**config.mk**
```make
export PLATFORM = sky130hd
export DESIGN_NAME = ist_range_mem
export DESIGN_NICKNAME = d
export VERILOG_FILES = /design/src/ist_pkg.sv /design/src/ist_range_mem.sv
export SDC_FILE = /design/constraint.sdc
export NUM_CORES = 2
export LEC_CHECK = 0
export ABC_CLOCK_PERIOD_IN_PS = 19700
export BUFFER_PORTS_ARGS = -buffer_cell sky130_fd_sc_hd__buf_4
export CAP_MARGIN = 20
export CORE_ASPECT_RATIO = 1.75
export CORE_UTILIZATION = 60
export DETAILED_ROUTE_END_ITERATION = 10
export GPL_ROUTABILITY_DRIVEN = 0
export PLACE_DENSITY = 0.77
export SYNTH_ARGS = -nofsm -noshare
export SYNTH_HDL_FRONTEND = slang
export SYNTH_SLANG_ARGS = --single-unit
```
**constraint.sdc**
```tcl
create_clock -name clk -period 19.7 [get_ports clk]
set_input_delay 1.97 -clock clk [delete_from_list [all_inputs] [get_ports clk]]
set_output_delay 1.97 -clock clk [all_outputs]
set_load 0.03 [all_outputs]
```
**src/ist_pkg.sv**
```systemverilog
package ist_pkg;

  localparam int MAX_RANGES_DEF = 16;

  localparam logic [1:0] REQ_ADD    = 2'd0;
  localparam logic [1:0] REQ_REMOVE = 2'd1;
  localparam logic [1:0] REQ_QUERY  = 2'd2;
  localparam logic [1:0] REQ_NONE   = 2'd3;

  localparam logic [1:0] ST_OK      = 2'd0;
  localparam logic [1:0] ST_FULL    = 2'd1;
  localparam logic [1:0] ST_INVALID = 2'd2;

  typedef struct packed {
    logic [63:0] lo;
    logic [63:0] hi;
  } range_t;

  // true when a range ending at e lies below s with at least one value between
  function automatic logic apart(input logic [63:0] e, input logic [63:0] s);
    return (s > e) && ((s - e) > 64'd1);
  endfunction

endpackage

```
**src/ist_range_mem.sv**
```systemverilog
module ist_range_mem #(
  parameter int MaxRanges = ist_pkg::MAX_RANGES_DEF,
  localparam int AW = $clog2(MaxRanges) + 1
) (
  input  logic            clk,
  input  logic            we,
  input  logic [AW-1:0]   waddr,
  input  ist_pkg::range_t wdata,
  input  logic [AW-1:0]   raddr,
  output ist_pkg::range_t rdata
);

  // two banks, the bank bit is the address MSB
  ist_pkg::range_t mem [2**AW];

  always_ff @(posedge clk) begin
    if (we) begin
      mem[waddr] <= wdata;
    end
    rdata <= mem[raddr];
  end

endmodule

```
---- After elaboration in Yosys (flattened, before gate mapping) ----
Memories as Yosys holds them, arrays and structs flattened. A register that Yosys moved wholly into a read port is not among the register bits.
Index checks and enable logic that the tools add are counted.
word-level totals
  memory bits (writable) .................. 4096
  output and inout bits ................... 128
  word-level logic and storage cells ...... 3
  register bits after elaboration ......... 0
  memories kept ........................... 1
  bits of input ports ..................... 140
memories
  memory  depth  width  read ports  clocked after memory_dff  wr ports  line                 source
  mem     32     128    1           1                         1         ist_range_mem.sv:14  ist_pkg::range_t mem [2**AW];
operators by class
  muxes and demuxes ....................... 2
operators by type and width
  cell               number
  two-way mux 1 bit  2

---- Logic depth before layout (Yosys ltp) ----
  depth in word-level cells ............... 2
  gate-level depth with buffers ........... 9
  gate-level depth less buffers ........... 4

---- Worst setup path before layout ----
No wires, ideal clock.
  kind .................................... input to register
  start ................................... input waddr[1]
  end ..................................... memory mem[12][0] in the netlist's numbering (enable)
  data arrival time ....................... 7.951 ns
  setup slack ............................. 11.132 ns
  setup time .............................. 0.617 ns
  stages on the path ...................... 3
  buffers on the path ..................... 1
  cell sequence ........................... or3b_2 -> clkbuf_1 -> nor2_1
RTL lines
  item         line                 source
  from (decl)  ist_range_mem.sv:7   input logic [AW-1:0] waddr,
  to (decl)    ist_range_mem.sv:14
Straight into the memory's write port.

==> flow_metrics.tcl <==
set metrics [dict create \
    setup.worst_path.end "rdata[105]" \
    synthAdderAreaFrac 0 \
    core-area_sq_um 257000 \
    grt_util_met1 0.4038 \
    critPathRequiredTime_ns 20.46 \
    slowest_stage "buf_4" \
    portBuffers 267 \
    syn_area_sq_um 155200 \
    ys.flop_type "edfxtp_1" \
    fin_crit_ns 5.968 \
    synth_top_family_by_area "multiplexers" \
    muxShareOfSynthArea 0.1475 \
    drv_slew 0 \
    grt.overflow.total 0 \
    worst_ir_drop_vdd_mv 0.07635 \
    relSlewSlack 0.1750 \
    grt_antenna_before_repair 31 \
    dp_slack_ns 12.84 \
    drc_errors 0 \
    routed_wirelength_mm 403.8 \
    num_vias 74950 \
    path_depth 8 \
    hold_viol_final 0 \
    path_buf_inv 5 \
    outcome "finished clean" \
    grt_pass1_vias 76880 \
    r2r_start "mem[12][49]" \
    p_leak_nw 54.13 \
    skew_ns 0.03954 \
    r2r_cells 3 \
    post_cts_resized 0 \
    clockBufferDepth 4 \
    crit_top_cell "buf_4" \
    syn_inst 6440 \
    fmax_mhz 167.6 \
    finalSetupTns_ns 0 \
    routedWlPerCell_um 38.33 \
    io_pins 268 \
    r2r_slack_ns 18.13 \
    tritoncts "built" \
    drtAntennaViolNets 0 \
    area_growth_pct 11.67 \
    arrival_ns 6.72 \
    cts.sinks 4224 \
    fin_crit_sh 0.3029 \
    grt_pass1_wl_mm 565.5 \
    vias_per_cell 7.115 \
    ys_seq_area_frac 0.8088 \
    rows 246 \
    crit_fanout 98 \
    nets 7018 \
    synth_top_area_share 0.7923 \
    yosys.area.top_type "edfxtp_1" \
    critical-path-max-stage-delay_ns 0.84 \
    grt_use_total 0.3106 \
    ys_ff_latch 4224 \
    tightest_slew_ns 1.237 \
    critPathKind "primary input to register" \
    hold_class "register to register" \
    synthArstFlopShare 0 \
    fin_ws_ns 13.73 \
    drive_above_1_share 0.2760 \
    cts_max_level 5 \
    powerDensity_nw_per_um2 104.9 \
    grt_start_max_net_pins 160 \
    synth-xor-area-share 0 \
    synth-simple-area-share 0.008318 \
    synth-edff-count 4096 \
    numCtsBuffers 355 \
    dieArea_sq_um 260800 \
    synth_compound_area_frac 0.02283 \
    hpwlAfterDp_mm 189.4 \
    cap_violations 0 \
    hold_start "mem[26][119]" \
    clockRootBuffer "clkbuf_16" \
    drtIter0Drc 10270 \
    die_y_um 674.9 \
    cp-end-kind "register" \
    rsz0062_at_grt "false" \
    grt.busiest_layer "met2" \
    crit_start "raddr[0]" \
    r2r_end "rdata[49]" \
    path_cells "buf_16 -> buf_4 -> buf_4 -> buf_4 -> buf_12 -> mux4_2 -> o22ai_1 -> nor4_1" \
    cp_top_family "buffers and inverters" \
    grt_use_met2 0.5240 \
    synth_area_per_cell_sq_um 24.11 \
    grt_use_met3 0.05799 \
    clock_latency_ns 0.91 \
    clk_pin_slew_ns 0.07 \
    start_util 0.6040 \
    synth_cell_types 28 \
    finalSetupViolCount 0 \
    ys_top_cells_by_area "edfxtp_1, mux4_2, o22ai_1, dfxtp_1, mux2i_1" \
    die_w_um 386.5 \
    cts_setup_buffers 0 \
    cts_hold_buffers 0 \
    setup.worst_path.start_class "primary input" \
    drt_first_pass_iters 5 \
    yosysWarningCount 0 \
    syn-num-nets 6580 \
]
==> cells in the final DEF, fill, tap and decap left out, types with 59 or more instances in the layout <==
| master | count |
|---|---|
| clkbuf_1 | 71 |
| mux4_2 | 956 |
| a22oi_1 | 102 |
| clkinv_2 | 59 |
| clkbuf_16 | 363 |
| dfxtp_1 | 128 |
| buf_4 | 408 |
| o22ai_1 | 444 |
| nor4_1 | 111 |
| mux2i_1 | 136 |
| edfxtp_1 | 4096 |
==> cells by family after synthesis <==
group           Yosys count
buf+inv                 352
mux                    1092
simple gates            226
compound gates          546
flops                  4224
==> cell type report <==
cell class                      instances  area, sq um
Clock inverter                        177         2076
Clock buffer                          473         9887
Fill cell                           14920        83650
Sequential cell                      4224       125600
Tap cell                             3348         4189
Antenna cell                           15        37.54
Timing Repair Buffer                  433         3566
Multi-Input combinational cell       1864        28040
==> metal layers <==
| layer | wire (um) | vias to the layer above |
|---|---|---|
| met1 | 133700 | 39580 |
| met3 | 47210 | 984 |
| li1 | - | 28820 |
| met2 | 205700 | 5534 |
| met5 | 226 | - |
| met4 | 16960 | 32 |
==> sequential cells by signal, summed over array words and instances, names as in the netlist <==
signal  count
mem      4096
rdata     128
==> power by group <==
group,internal (W),switching [W],total (W)
registers,0.00999,0.0000701,0.0101
clock network,0.00411,0.00316,0.00727
logic,0.000325,0.000541,0.000867
==> worst reg2reg max path, cell delays in order (launching register included) <==
cell      delay (ns)
edfxtp_1        0.40
mux4_2          0.50
o22ai_1         0.39
nor4_1          0.14
==> how the worst min path moves through the flow <==
stage / endpoint / slack (ns) / depth (start not counted)
2_1_floorplan: rdata[104] / 0.65 / 3
3_3_place_gp: rdata[40] / 0.67 / 3
3_5_place_dp: rdata[56] / 0.69 / 3
4_1_cts: rdata[56] / 0.70 / 3
5_1_grt: rdata[119] / 0.73 / 3
6_report: rdata[119] / 0.70 / 3
==> stage by stage <==
step	util	power [W]	cell area (sq um)	hold WS, ns	instances
global placement	0.6278	0.01108	161300	0.6719	9868
global route	0.6745	0.01858	173300	0.7288	10530
CTS	0.6744	0.01824	173300	0.7014	10520
detailed placement	0.6278	0.01111	161400	0.6857	9869
finish	0.6745	0.01819	173400	0.6956	10530
floorplan	-	0.01073	155200	0.6472	6440
==> cells in the mapped netlist (6+ instances only) <==
cell and number:
buf_4 67, mux2i_1 136, clkbuf_4 9, clkbuf_1 108, dfxtp_1 128, mux4_2 956, buf_6 30, edfxtp_1 4096
nor2_1 35, nand3b_1 6, buf_2 94, buf_1 44, nand4_1 17, nand3_1 37, o22ai_1 444, a22oi_1 102
nor4_1 111
No activity file was read; power rests on OpenSTA's default activity.
